**config.mk**
```make
export PLATFORM = sky130hd
export DESIGN_NAME = signed_date_difference_days_flat
export DESIGN_NICKNAME = d
export VERILOG_FILES = /design/src/rtl/sdd_pkg.sv /design/src/rtl/sdd_req_if.sv /design/src/rtl/sdd_rsp_if.sv /design/src/rtl/signed_date_difference_days.sv /design/src/rtl/sdd_day_number.sv /design/src/flat_wrapper.sv
export SDC_FILE = /design/constraint.sdc
export NUM_CORES = 2
export LEC_CHECK = 0
export BUFFER_PORTS_ARGS = -buffer_cell sky130_fd_sc_hd__buf_2
export CORE_MARGIN = 2
export CORE_UTILIZATION = 35
export CTS_CLUSTER_SIZE = 25
export DETAILED_ROUTE_END_ITERATION = 10
export PLACE_DENSITY = 0.47
export SLEW_MARGIN = 25
export SYNTH_ARGS = -nofsm -noshare
export SYNTH_HDL_FRONTEND = slang
export SYNTH_HIERARCHICAL = 1
export SYNTH_SLANG_ARGS = --single-unit
```
**constraint.sdc**
```tcl
create_clock -name clk_i -period 17.85 [get_ports clk_i]
set_clock_uncertainty 0.1 [all_clocks]
set_input_delay 0.8925 -clock clk_i [delete_from_list [all_inputs] [get_ports clk_i]]
set_output_delay 0.8925 -clock clk_i [all_outputs]
set_load 0.03 [all_outputs]
```
**src/rtl/sdd_pkg.sv**
```systemverilog
// Shared types, constants and calendar tables for the signed date difference block.
// No dependencies; used by the interfaces, sdd_day_number and the top level.
package sdd_pkg;

  localparam int MAX_YEAR = 9999;

  localparam int DAY_W   = 5;
  localparam int MONTH_W = 4;
  localparam int YEAR_W  = 14;
  localparam int DIFF_W  = 23;
  localparam int NUM_W   = 23;               // day number, fits 365 * 16783 + extra
  localparam int YY_W    = YEAR_W + 1;       // year shifted by 399 or 400
  localparam int MOFS_W  = 9;                // day offset of the month, March based

  // x / 100 as (x * DIV100_MUL) >> DIV100_SHIFT, exact for x < 43690
  localparam int DIV100_MUL   = 20972;
  localparam int DIV100_SHIFT = 21;
  localparam int MUL_W        = 15;

  localparam logic [3:0] MONTH_JAN = 4'd1;
  localparam logic [3:0] MONTH_FEB = 4'd2;

  typedef struct packed {
    logic [DAY_W-1:0]   day;
    logic [MONTH_W-1:0] month;
    logic [YEAR_W-1:0]  year;
  } date_t;

  // Days from March 1 to the first of month m, i.e. (153 * mm + 2) / 5.
  function automatic logic [MOFS_W-1:0] month_offset(input logic [MONTH_W-1:0] m);
    logic [MOFS_W-1:0] ofs;
    unique case (m)
      4'd3:    ofs = 9'd0;
      4'd4:    ofs = 9'd31;
      4'd5:    ofs = 9'd61;
      4'd6:    ofs = 9'd92;
      4'd7:    ofs = 9'd122;
      4'd8:    ofs = 9'd153;
      4'd9:    ofs = 9'd184;
      4'd10:   ofs = 9'd214;
      4'd11:   ofs = 9'd245;
      4'd12:   ofs = 9'd275;
      4'd1:    ofs = 9'd306;
      4'd2:    ofs = 9'd337;
      default: ofs = 9'd0;
    endcase
    return ofs;
  endfunction

  // Month length; zero for a month code outside 1..12 so no day passes.
  function automatic logic [DAY_W-1:0] month_days(input logic [MONTH_W-1:0] m,
                                                  input logic leap);
    logic [DAY_W-1:0] len;
    unique case (m)
      4'd1, 4'd3, 4'd5, 4'd7, 4'd8, 4'd10, 4'd12: len = 5'd31;
      4'd4, 4'd6, 4'd9, 4'd11:                    len = 5'd30;
      4'd2:    len = leap ? 5'd29 : 5'd28;
      default: len = 5'd0;
    endcase
    return len;
  endfunction

endpackage

```
**src/rtl/sdd_req_if.sv**
```systemverilog
// Request channel of the date difference block: valid/ready plus the two dates.
// Depends on sdd_pkg for field widths.
interface sdd_req_if;
  logic                          valid;
  logic                          ready;
  logic [sdd_pkg::DAY_W-1:0]     first_day;
  logic [sdd_pkg::MONTH_W-1:0]   first_month;
  logic [sdd_pkg::YEAR_W-1:0]    first_year;
  logic [sdd_pkg::DAY_W-1:0]     second_day;
  logic [sdd_pkg::MONTH_W-1:0]   second_month;
  logic [sdd_pkg::YEAR_W-1:0]    second_year;

  modport source (
    output valid, first_day, first_month, first_year,
    output second_day, second_month, second_year,
    input  ready
  );

  modport sink (
    input  valid, first_day, first_month, first_year,
    input  second_day, second_month, second_year,
    output ready
  );
endinterface

```
**src/rtl/sdd_rsp_if.sv**
```systemverilog
// Response channel of the date difference block: valid/ready plus the result.
// Depends on sdd_pkg for field widths.
interface sdd_rsp_if;
  logic                               valid;
  logic                               ready;
  logic signed [sdd_pkg::DIFF_W-1:0]  day_difference;
  logic                               date_invalid;

  modport source (
    output valid, day_difference, date_invalid,
    input  ready
  );

  modport sink (
    input  valid, day_difference, date_invalid,
    output ready
  );
endinterface

```
**src/rtl/signed_date_difference_days.sv**
```systemverilog
// Signed Gregorian date difference: days from the first date to the second.
// Five-register pipeline (three in each day-number unit, a subtract stage and the output
// register) taking one request per cycle unless the output stalls; a stalled output holds
// every stage.
// Reset clears all valid bits and sets include_end_day to 1; data regs are not reset.
module signed_date_difference_days (
  input  logic          clk_i,
  input  logic          rst_ni,
  input  logic          include_end_day_we_i,
  input  logic          include_end_day_i,
  sdd_req_if.sink       req_i,
  sdd_rsp_if.source     rsp_o
);

  localparam int STAGES = 5;

  // Configuration
  logic include_end_day_q;

  // Pipeline control: one valid bit per stage, all stages move together
  logic [STAGES-1:0] vld_d, vld_q;
  logic              en;

  // Day numbers from the two units
  sdd_pkg::date_t              first_date, second_date;
  logic [sdd_pkg::NUM_W-1:0]   n1, n2;
  logic                        ok1, ok2;

  // Stage 4: signed difference and combined validity
  logic signed [sdd_pkg::NUM_W:0] diff_d, diff_q;
  logic                           ok4_q;

  // Stage 5: output register
  logic signed [sdd_pkg::NUM_W:0]    adj;
  logic signed [sdd_pkg::DIFF_W-1:0] res_d, res_q;
  logic                              inv_q;

  always_ff @(posedge clk_i or negedge rst_ni) begin
    if (!rst_ni) begin
      include_end_day_q <= 1'b1;
    end else if (include_end_day_we_i) begin
      include_end_day_q <= include_end_day_i;
    end
  end

  // Everything advances unless the finished result is still waiting
  assign en          = !(vld_q[STAGES-1] && !rsp_o.ready);
  assign req_i.ready = en;
  assign vld_d       = {vld_q[STAGES-2:0], req_i.valid};

  always_ff @(posedge clk_i or negedge rst_ni) begin
    if (!rst_ni) begin
      vld_q <= '0;
    end else if (en) begin
      vld_q <= vld_d;
    end
  end

  assign first_date  = '{day: req_i.first_day, month: req_i.first_month,
                         year: req_i.first_year};
  assign second_date = '{day: req_i.second_day, month: req_i.second_month,
                         year: req_i.second_year};

  // Stages 1..3: closed-form day number per date
  sdd_day_number u_first (
    .clk_i  (clk_i),
    .en_i   (en),
    .date_i (first_date),
    .num_o  (n1),
    .ok_o   (ok1)
  );

  sdd_day_number u_second (
    .clk_i  (clk_i),
    .en_i   (en),
    .date_i (second_date),
    .num_o  (n2),
    .ok_o   (ok2)
  );

  // Stage 4: one extra bit holds the sign of n2 - n1
  assign diff_d = $signed({1'b0, n2}) - $signed({1'b0, n1});

  always_ff @(posedge clk_i) begin
    if (en) begin
      diff_q <= diff_d;
      ok4_q  <= ok1 && ok2;
    end
  end

  // Stage 5: counting the end day grows the magnitude, so a negative
  // difference moves down and a zero or positive one moves up.
  // Either date invalid forces a zero difference.
  always_comb begin
    if (diff_q[sdd_pkg::NUM_W]) begin
      adj = diff_q - $signed({{sdd_pkg::NUM_W{1'b0}}, include_end_day_q});
    end else begin
      adj = diff_q + $signed({{sdd_pkg::NUM_W{1'b0}}, include_end_day_q});
    end
    res_d = ok4_q ? adj[sdd_pkg::DIFF_W-1:0] : '0;
  end

  always_ff @(posedge clk_i) begin
    if (en) begin
      res_q <= res_d;
      inv_q <= !ok4_q;
    end
  end

  assign rsp_o.valid          = vld_q[STAGES-1];
  assign rsp_o.day_difference = res_q;
  assign rsp_o.date_invalid   = inv_q;

endmodule

```
**src/rtl/sdd_day_number.sv**
```systemverilog
// Three-stage pipeline turning one date into a day number and a validity flag.
// Depends on sdd_pkg (date_t, tables, divide-by-100 constants).
module sdd_day_number (
  input  logic                        clk_i,
  input  logic                        en_i,
  input  sdd_pkg::date_t              date_i,
  output logic [sdd_pkg::NUM_W-1:0]   num_o,
  output logic                        ok_o
);

  localparam int YW = sdd_pkg::YEAR_W;
  localparam int QW = sdd_pkg::YY_W + sdd_pkg::MUL_W;   // product width

  // ---- stage 1: shifted year, month offset, reciprocal products
  logic [sdd_pkg::YY_W-1:0]    yy_d, yy_q;
  logic [YW-1:0]               y_q;
  logic [sdd_pkg::DAY_W-1:0]   d1_q;
  logic [sdd_pkg::MONTH_W-1:0] m1_q;
  logic [sdd_pkg::MOFS_W-1:0]  mofs1_q;
  logic [QW-1:0]               pyy_d, pyy_q;
  logic [QW-1:0]               py_d, py_q;
  logic                        yok_d, yok1_q;

  // ---- stage 2: partial day number, validity
  logic [8:0]                  c100;
  logic [8:0]                  q100;
  logic [YW-1:0]               r14;
  logic [6:0]                  r100;
  logic                        leap;
  logic [sdd_pkg::DAY_W-1:0]   len;
  logic [sdd_pkg::NUM_W-1:0]   base_d, base_q;
  logic [sdd_pkg::DAY_W-1:0]   d2_q;
  logic [sdd_pkg::MOFS_W-1:0]  mofs2_q;
  logic                        ok_d, ok2_q;

  // ---- stage 3: full day number
  logic [sdd_pkg::NUM_W-1:0]   num_d, num_q;
  logic                        ok3_q;

  always_comb begin
    // Jan and Feb belong to the previous March-based year
    if (date_i.month <= sdd_pkg::MONTH_FEB) begin
      yy_d = sdd_pkg::YY_W'(date_i.year) + sdd_pkg::YY_W'(399);
    end else begin
      yy_d = sdd_pkg::YY_W'(date_i.year) + sdd_pkg::YY_W'(400);
    end
    pyy_d = QW'(yy_d) * QW'(sdd_pkg::DIV100_MUL);
    py_d  = QW'(date_i.year) * QW'(sdd_pkg::DIV100_MUL);
    yok_d = (date_i.year != '0) && ({18'd0, date_i.year} <= 32'(sdd_pkg::MAX_YEAR));
  end

  always_ff @(posedge clk_i) begin
    if (en_i) begin
      yy_q    <= yy_d;
      y_q     <= date_i.year;
      d1_q    <= date_i.day;
      m1_q    <= date_i.month;
      mofs1_q <= sdd_pkg::month_offset(date_i.month);
      pyy_q   <= pyy_d;
      py_q    <= py_d;
      yok1_q  <= yok_d;
    end
  end

  always_comb begin
    c100 = pyy_q[sdd_pkg::DIV100_SHIFT +: 9];
    q100 = py_q[sdd_pkg::DIV100_SHIFT +: 9];
    r14  = y_q - YW'(q100) * YW'(100);
    r100 = r14[6:0];
    // divisible by 4 and not by 100, or by 400
    leap = ((y_q[1:0] == 2'b00) && (r100 != 7'd0)) ||
           ((r100 == 7'd0) && (q100[1:0] == 2'b00));
    len  = sdd_pkg::month_days(m1_q, leap);
    ok_d = yok1_q && (d1_q != '0) && (d1_q <= len);
    base_d = sdd_pkg::NUM_W'(yy_q) * sdd_pkg::NUM_W'(365)
           + sdd_pkg::NUM_W'(yy_q[sdd_pkg::YY_W-1:2])
           - sdd_pkg::NUM_W'(c100)
           + sdd_pkg::NUM_W'(c100[8:2]);
  end

  always_ff @(posedge clk_i) begin
    if (en_i) begin
      base_q  <= base_d;
      d2_q    <= d1_q;
      mofs2_q <= mofs1_q;
      ok2_q   <= ok_d;
    end
  end

  assign num_d = base_q + sdd_pkg::NUM_W'(mofs2_q) + sdd_pkg::NUM_W'(d2_q)
               - sdd_pkg::NUM_W'(1);

  always_ff @(posedge clk_i) begin
    if (en_i) begin
      num_q <= num_d;
      ok3_q <= ok2_q;
    end
  end

  assign num_o = num_q;
  assign ok_o  = ok3_q;

endmodule
```
**src/flat_wrapper.sv**
```systemverilog
// flat-port wrapper written by rule: the top's interface ports become plain ports
module signed_date_difference_days_flat 
  (clk_i, rst_ni, include_end_day_we_i, include_end_day_i, req_i_valid, req_i_first_day, req_i_first_month, req_i_first_year, req_i_second_day, req_i_second_month, req_i_second_year, req_i_ready, rsp_o_valid, rsp_o_day_difference, rsp_o_date_invalid, rsp_o_ready);
  sdd_req_if req_i_i ();
  sdd_rsp_if rsp_o_i ();
  input  logic clk_i;
  input  logic rst_ni;
  input  logic include_end_day_we_i;
  input  logic include_end_day_i;
  input wire logic [$bits(req_i_i.valid)-1:0] req_i_valid;
  input wire logic [$bits(req_i_i.first_day)-1:0] req_i_first_day;
  input wire logic [$bits(req_i_i.first_month)-1:0] req_i_first_month;
  input wire logic [$bits(req_i_i.first_year)-1:0] req_i_first_year;
  input wire logic [$bits(req_i_i.second_day)-1:0] req_i_second_day;
  input wire logic [$bits(req_i_i.second_month)-1:0] req_i_second_month;
  input wire logic [$bits(req_i_i.second_year)-1:0] req_i_second_year;
  output wire logic [$bits(req_i_i.ready)-1:0] req_i_ready;
  output wire logic [$bits(rsp_o_i.valid)-1:0] rsp_o_valid;
  output wire logic [$bits(rsp_o_i.day_difference)-1:0] rsp_o_day_difference;
  output wire logic [$bits(rsp_o_i.date_invalid)-1:0] rsp_o_date_invalid;
  input wire logic [$bits(rsp_o_i.ready)-1:0] rsp_o_ready;
  assign req_i_i.valid = req_i_valid;
  assign req_i_i.first_day = req_i_first_day;
  assign req_i_i.first_month = req_i_first_month;
  assign req_i_i.first_year = req_i_first_year;
  assign req_i_i.second_day = req_i_second_day;
  assign req_i_i.second_month = req_i_second_month;
  assign req_i_i.second_year = req_i_second_year;
  assign req_i_ready = req_i_i.ready;
  assign rsp_o_valid = rsp_o_i.valid;
  assign rsp_o_day_difference = rsp_o_i.day_difference;
  assign rsp_o_date_invalid = rsp_o_i.date_invalid;
  assign rsp_o_i.ready = rsp_o_ready;
  signed_date_difference_days u_core (.clk_i(clk_i), .rst_ni(rst_ni), .include_end_day_we_i(include_end_day_we_i), .include_end_day_i(include_end_day_i), .req_i(req_i_i), .rsp_o(rsp_o_i));
endmodule
```
---- Yosys cells after proc, flatten, opt, wreduce, memory -nomap -nowiden ----
Memories as Yosys holds them, arrays and structs flattened. A register that Yosys moved wholly into a read port is not among the register bits.
Index checks and enable logic that the tools add are counted.
word-level totals
  memories ................................ 2
  input port bits ......................... 52
  output and inout port bits .............. 26
  bits in registers ....................... 353
  memory bits (read-only) ................. 288
  logic and storage cells ................. 135
memory list
  memory            depth  width  read ports  clocked after memory_dff  wr ports  line           text
  (name not given)  16     9      1           1                         0         sdd_pkg.sv:32  unique case (m)
  (name not given)  16     9      1           1                         0         sdd_pkg.sv:32
operators by class
  reduce and logical (&&, ||, !) cells .... 35
  multiply operators ...................... 8
  muxes and demuxes ....................... 7
  eq/ne operators ......................... 24
  order comparisons ....................... 6
  $add $sub $neg .......................... 21
operators with widths
  operator                  count
  $add A14 B9 Y15 const B   4
  $mul A15 B13 Y28 const B  2
  $mul A14 B13 Y27 const B  2
  $add A23 B13 Y23          2
  $add A23 B5 Y23           2
  $add A23 B7 Y23           2
  $add A23 B9 Y23           2
  $mul A15 B9 Y23 const B   2
  $sub A23 B1 Y23 const B   2
  $sub A23 B9 Y23           2
  $eq A4 B4 Y1 const B      10
  $eq A4 B3 Y1 const B      8
  $mux W15                  2
  $pmux W5 S3               2
  $le A14 B14 Y1 const B    2
  $reduce_bool A14 Y1       2
  $sub A23 B23 Y24          1
  $add A23 B2 Y23           1
  $mux W23                  1
  $sub A23 B2 Y23           1
  $eq A4 B2 Y1 const B      4
  $mul A8 B5 Y5 const B     2
  $logic_not A7 Y1          2
  $reduce_bool A7 Y1        2
  12 further kinds          39

---- Longest topological paths before layout ----
  depth after elaboration ................. 9
  gate-level depth with buffers ........... 28
  depth with buffers taken out ............ 28

---- By module ----
Netlist, hierarchy kept.
modules (own cells, without submodules)
  module                            cells an instance  seq. area each (µm²)  area an instance (µm²)  times used
  sdd_day_number (u_core.u_second)  1,688              3,513.4               17,461.7                1
  sdd_day_number (u_core.u_first)   1,626              3,513.4               17,205.3                1
  signed_date_difference_days       468                1,622.8               4,496.8                 1

---- Least setup slack after synthesis ----
Ideal clock, no wire load.
  path type ............................... input-to-reg
  start point ............................. in rsp_o_ready
  end point ............................... reg u_core.vld_q[0]
  required time ........................... 17.641 ns
  slack ................................... 7.446 ns
  path buffers ............................ 1
  setup time .............................. 0.109 ns
  arrival ................................. 10.194 ns
  stages .................................. 3
  cells stage by stage .................... nand2b_1 > clkbuf_1 > mux2_2
on the way
  word-level cells in the longest chain between the ends .. 2
RTL lines
  what                    line                               text
  start: declaration      flat_wrapper.sv:21                 input wire logic [$bits(rsp_o_i.ready)-1:0] rsp_o_ready;
  $logic_not A1 Y1        signed_date_difference_days.sv:47  assign en = !(vld_q[STAGES-1] && !rsp_o.ready);
  $logic_and A1 B1 Y1     signed_date_difference_days.sv:47
  end signal: assignment  signed_date_difference_days.sv:55  vld_q <= vld_d;
  end: declaration        signed_date_difference_days.sv:21  logic [STAGES-1:0] vld_d, vld_q;
No other way between the ends.
A chain may end at the register's enable or synchronous reset.

---- Worst setup path in the final report ----
  start point ............................. in req_i_first_month[0]
  end point ............................... reg u_core.u_first.pyy_q[28] (data pin)
on the way
  word-level cells in the longest chain between the ends .. 3
RTL lines
  what                              line                  text
  start: declaration                flat_wrapper.sv:12    input wire logic [$bits(req_i_i.first_month)-1:0] req_i_first_month;
  $le A4 B2 Y1                      sdd_day_number.sv:42  if (date_i.month <= sdd_pkg::MONTH_FEB) begin
  $mux W15                          sdd_day_number.sv:42
  net u_core.u_first.yy_d, one bit  sdd_day_number.sv:15  logic [sdd_pkg::YY_W-1:0] yy_d, yy_q;
  $mul A15 B13 Y28                  sdd_day_number.sv:47  pyy_d = QW'(yy_d) * QW'(sdd_pkg::DIV100_MUL);
  net u_core.u_first.pyy_d[28]      sdd_day_number.sv:20  logic [QW-1:0] pyy_d, pyy_q;
  end signal: assignment            sdd_day_number.sv:59  pyy_q <= pyy_d;
  end: declaration                  sdd_day_number.sv:20
The timed path passes the listed nets, and every way through them passes these cells.

==> results.ini <==
[sta]
timing.final.ws_setup_ns = 10.08
finalHoldViolations = 0
rsz0062_at_grt = false
timing.fmax_mhz = 129
finalCriticalPeriod_ns = 7.78
tns_ns = 0
final.period_utilization = 0.436
hold_slack_ns = 0.0513
slew_headroom = 0.327
setup_viol = 0
worstMarginPinSlew_ns = 1.00
drv_slew = 0

[clocking]
htreeDepth = 2
hold_buffers = 0
clkLatencyLatePin_ns = 0.58
cts_buffers = 39
clk_pin_slew_worst_paths_ns = 0.06
cts_resized = 0
cts_root_buffer = clkbuf_16
numClockSinks = 289
clockBufferDepth = 3
tritoncts = yes
cts_setup_buffers = 0

[floorplan]
dieArea_um2 = 115000
fp-row-count = 122
core_area_um2 = 111000
die_w_um = 339
chipHeight_um = 339
start_util = 0.353
io_pins = 78

[synth]
synthTopCellsByArea = ha_1, fa_1, edfxtp_1
syn_inst = 3782
ys_seq_area_frac = 0.221
synth_edf_count = 283
synthesis.area_um2 = 39200
syn-num-nets = 5043
ys_warn_count = 6
synth_flop_cell = edfxtp_1
synth_cell_types = 96
synth.top_cell.area_share = 0.245
avgSynthCellArea_um2 = 10.4
post-synth-top-area-cell = ha_1
synth-seq-cells = 289
async_flop_share = 0.0208

[drt]
vias = 24900
drt_first_pass_iters = 5
wl_per_cell_um = 15.8
dr_wl_met3_mm = 1.85
drt_iter0_markers = 950
m1WireLength_mm = 40.6
wirelength_mm = 85.6
viasPerCell = 4.60
highest_layer = met5
dr_wl_met2_mm = 41.7
ant_nets = 0
drc = 0

[worst_setup_path]
r2r_setup_slack_ns = 12.06
max_stage_delay_ns = 0.81
crit_top_cell = inv_1
worstPathRequired_ns = 18.06
cp_max_fo = 7
crit_arrival_ns = 7.99
critPathTopFamily = adder cells
start_kind = primary input
critical_path.endpoint_type = flop
cp_slowest_cell = xnor2_1
path_buf_inv = 7
criticalPathCategory = in2reg

[final_layout]
nets = 5145
drive_gt1_frac = 0.0544
areaGrowthSynthToFinish_pct = 9.08
fillers = 11100
n_antenna_cell = 0

[global_routing]
grt.overflow.total = 0
grt_pass1_wl_mm = 140
gr-usage-all-layers = 0.153
grt_max_degree = 67
grt_pass1_vias = 26300
antenna_found_initial = 4

[outcome]
status = finished, final reports clean

[placed_design]
port_buffers = 77
post-dp-hpwl_mm = 73.1
place_ws_ns = 9.46
gp_congestion = 0.826

[run]
drv_cap = 0

[min_path]
hold_class = in2async

==> cell type report <==
| class | count | area (um2) | share of cell area |
|---|---|---|---|
| Clock buffer | 45 | 1040 | 0.0244 |
| Clock inverter | 26 | 314 | 0.00735 |
| Inverter | 980 | 3680 | 0.0861 |
| Multi-Input combinational cell | 2490 | 26700 | 0.626 |
| Sequential cell | 289 | 8650 | 0.202 |
| Tap cell | 1488 | 1860 | 0.0436 |
| Timing Repair Buffer | 84 | 438 | 0.0103 |
==> state kept, by name (all words and copies together) (netlist names), 15 cells and up <==
name / cells
u_core/diff_q: 24
u_core/rsp_o.day_difference: 23
u_core/u_first/base_q: 23
u_core/u_first/num_o: 23
u_core/u_second/base_q: 23
u_core/u_second/num_o: 23
u_core/u_first/yy_q: 15
u_core/u_second/yy_q: 15
==> logic make-up after synthesis <==
family,share of synthesized area
flops,0.221
buf+inv,0.0969
fa+ha+maj,0.471
mux,0.00712
xor+xnor,0.0416
simple gates,0.0672
compound gates,0.0954
==> cells in the mapped netlist, types with 7 or more instances <==
| cell | n |
|---|---|
| a211oi_1 | 24 |
| a21boi_0 | 7 |
| a21o_1 | 70 |
| a21oi_1 | 146 |
| a31oi_1 | 19 |
| and2_1 | 16 |
| and3_1 | 19 |
| and4_1 | 9 |
| clkbuf_1 | 13 |
| edfxtp_1 | 283 |
| fa_1 | 442 |
| ha_1 | 767 |
| inv_1 | 978 |
| mux2_2 | 7 |
| mux2i_1 | 11 |
| nand2_1 | 133 |
| nand2b_1 | 32 |
| nand3_1 | 61 |
| nand4_1 | 21 |
| nor2_1 | 112 |
| nor2b_1 | 28 |
| nor3_1 | 32 |
| o211ai_1 | 26 |
| o21a_1 | 33 |
| o21ai_0 | 101 |
| o21bai_1 | 12 |
| o22ai_1 | 7 |
| o31ai_1 | 12 |
| or2_2 | 7 |
| or3_1 | 11 |
| or4_1 | 7 |
| xnor2_1 | 141 |
| xor2_1 | 40 |
==> placed cells by master, fill, tap and decap left out, types with 24 or more instances in the layout <==
| cell type | netlist | layout |
|---|---|---|
| fa_1 | 442 | 442 |
| buf_2 | 5 | 77 |
| a21o_1 | 70 | 70 |
| nand2b_1 | 32 | 30 |
| edfxtp_1 | 283 | 283 |
| o211ai_1 | 26 | 26 |
| nor2b_1 | 28 | 28 |
| nand2_1 | 133 | 133 |
| nand3_1 | 61 | 61 |
| ha_1 | 767 | 767 |
| nor3_1 | 32 | 32 |
| xnor2_1 | 141 | 140 |
| xor2_1 | 40 | 40 |
| a21oi_1 | 146 | 146 |
| a211oi_1 | 24 | 24 |
| clkbuf_16 | 0 | 41 |
| nor2_1 | 112 | 112 |
| o21ai_0 | 101 | 101 |
| inv_1 | 978 | 978 |
| o21a_1 | 33 | 33 |
==> worst register-to-register path, stage by stage (launching register included) <==
cell and delay, ns:
edfxtp_1 0.62, inv_1 0.15, ha_1 0.35, fa_1 0.54
inv_1 0.05, fa_1 0.49, inv_1 0.06, fa_1 0.53
inv_1 0.05, fa_1 0.48, ha_1 0.40, a2111oi_0 0.16
a2111oi_0 0.69, o211ai_1 0.18, o211ai_1 0.21, o21ai_0 0.16
o21ai_0 0.22, xor2_1 0.09
==> path summary, 6_finish.rpt <==
check | cells past startpoint | start | to
hold / removal | 1 | rst_ni | u_core/vld_q[4]
hold reg to reg | 0 | u_core/u_second/mofs1_q[1] | u_core/u_second/mofs2_q[1]
max in group asynchronous | 1 | rst_ni | u_core/include_end_day_q
setup reg to reg | 17 | u_core/u_first/yy_q[6] | u_core/u_first/base_q[21]
setup / recovery | 27 | req_i_first_month[0] | u_core/u_first/pyy_q[28]
min in group clk_i | 0 | u_core/u_second/mofs1_q[1] | u_core/u_second/mofs2_q[1]
==> per-layer routing <==
metal | vias to the layer above | track usage
met1 | 11900 | 0.205
met5 | - | 0
li1 | 12600 | -
met2 | 235 | 0.268
met4 | 8 | 0.0294
met3 | 81 | 0.0153
==> metrics by stage <==
stage                      util  instances  instance area (um2)
final                     0.385       5402                42700
after global routing      0.385       5402                42700
after CTS                 0.385       5402                42700
after detailed placement  0.373       5331                41400
after global placement    0.373       5331                41400
after floorplan               -       3782                39200
Power is not shown: default switching activity piles up to over one toggle a cycle in this logic, so the estimate is an artifact.
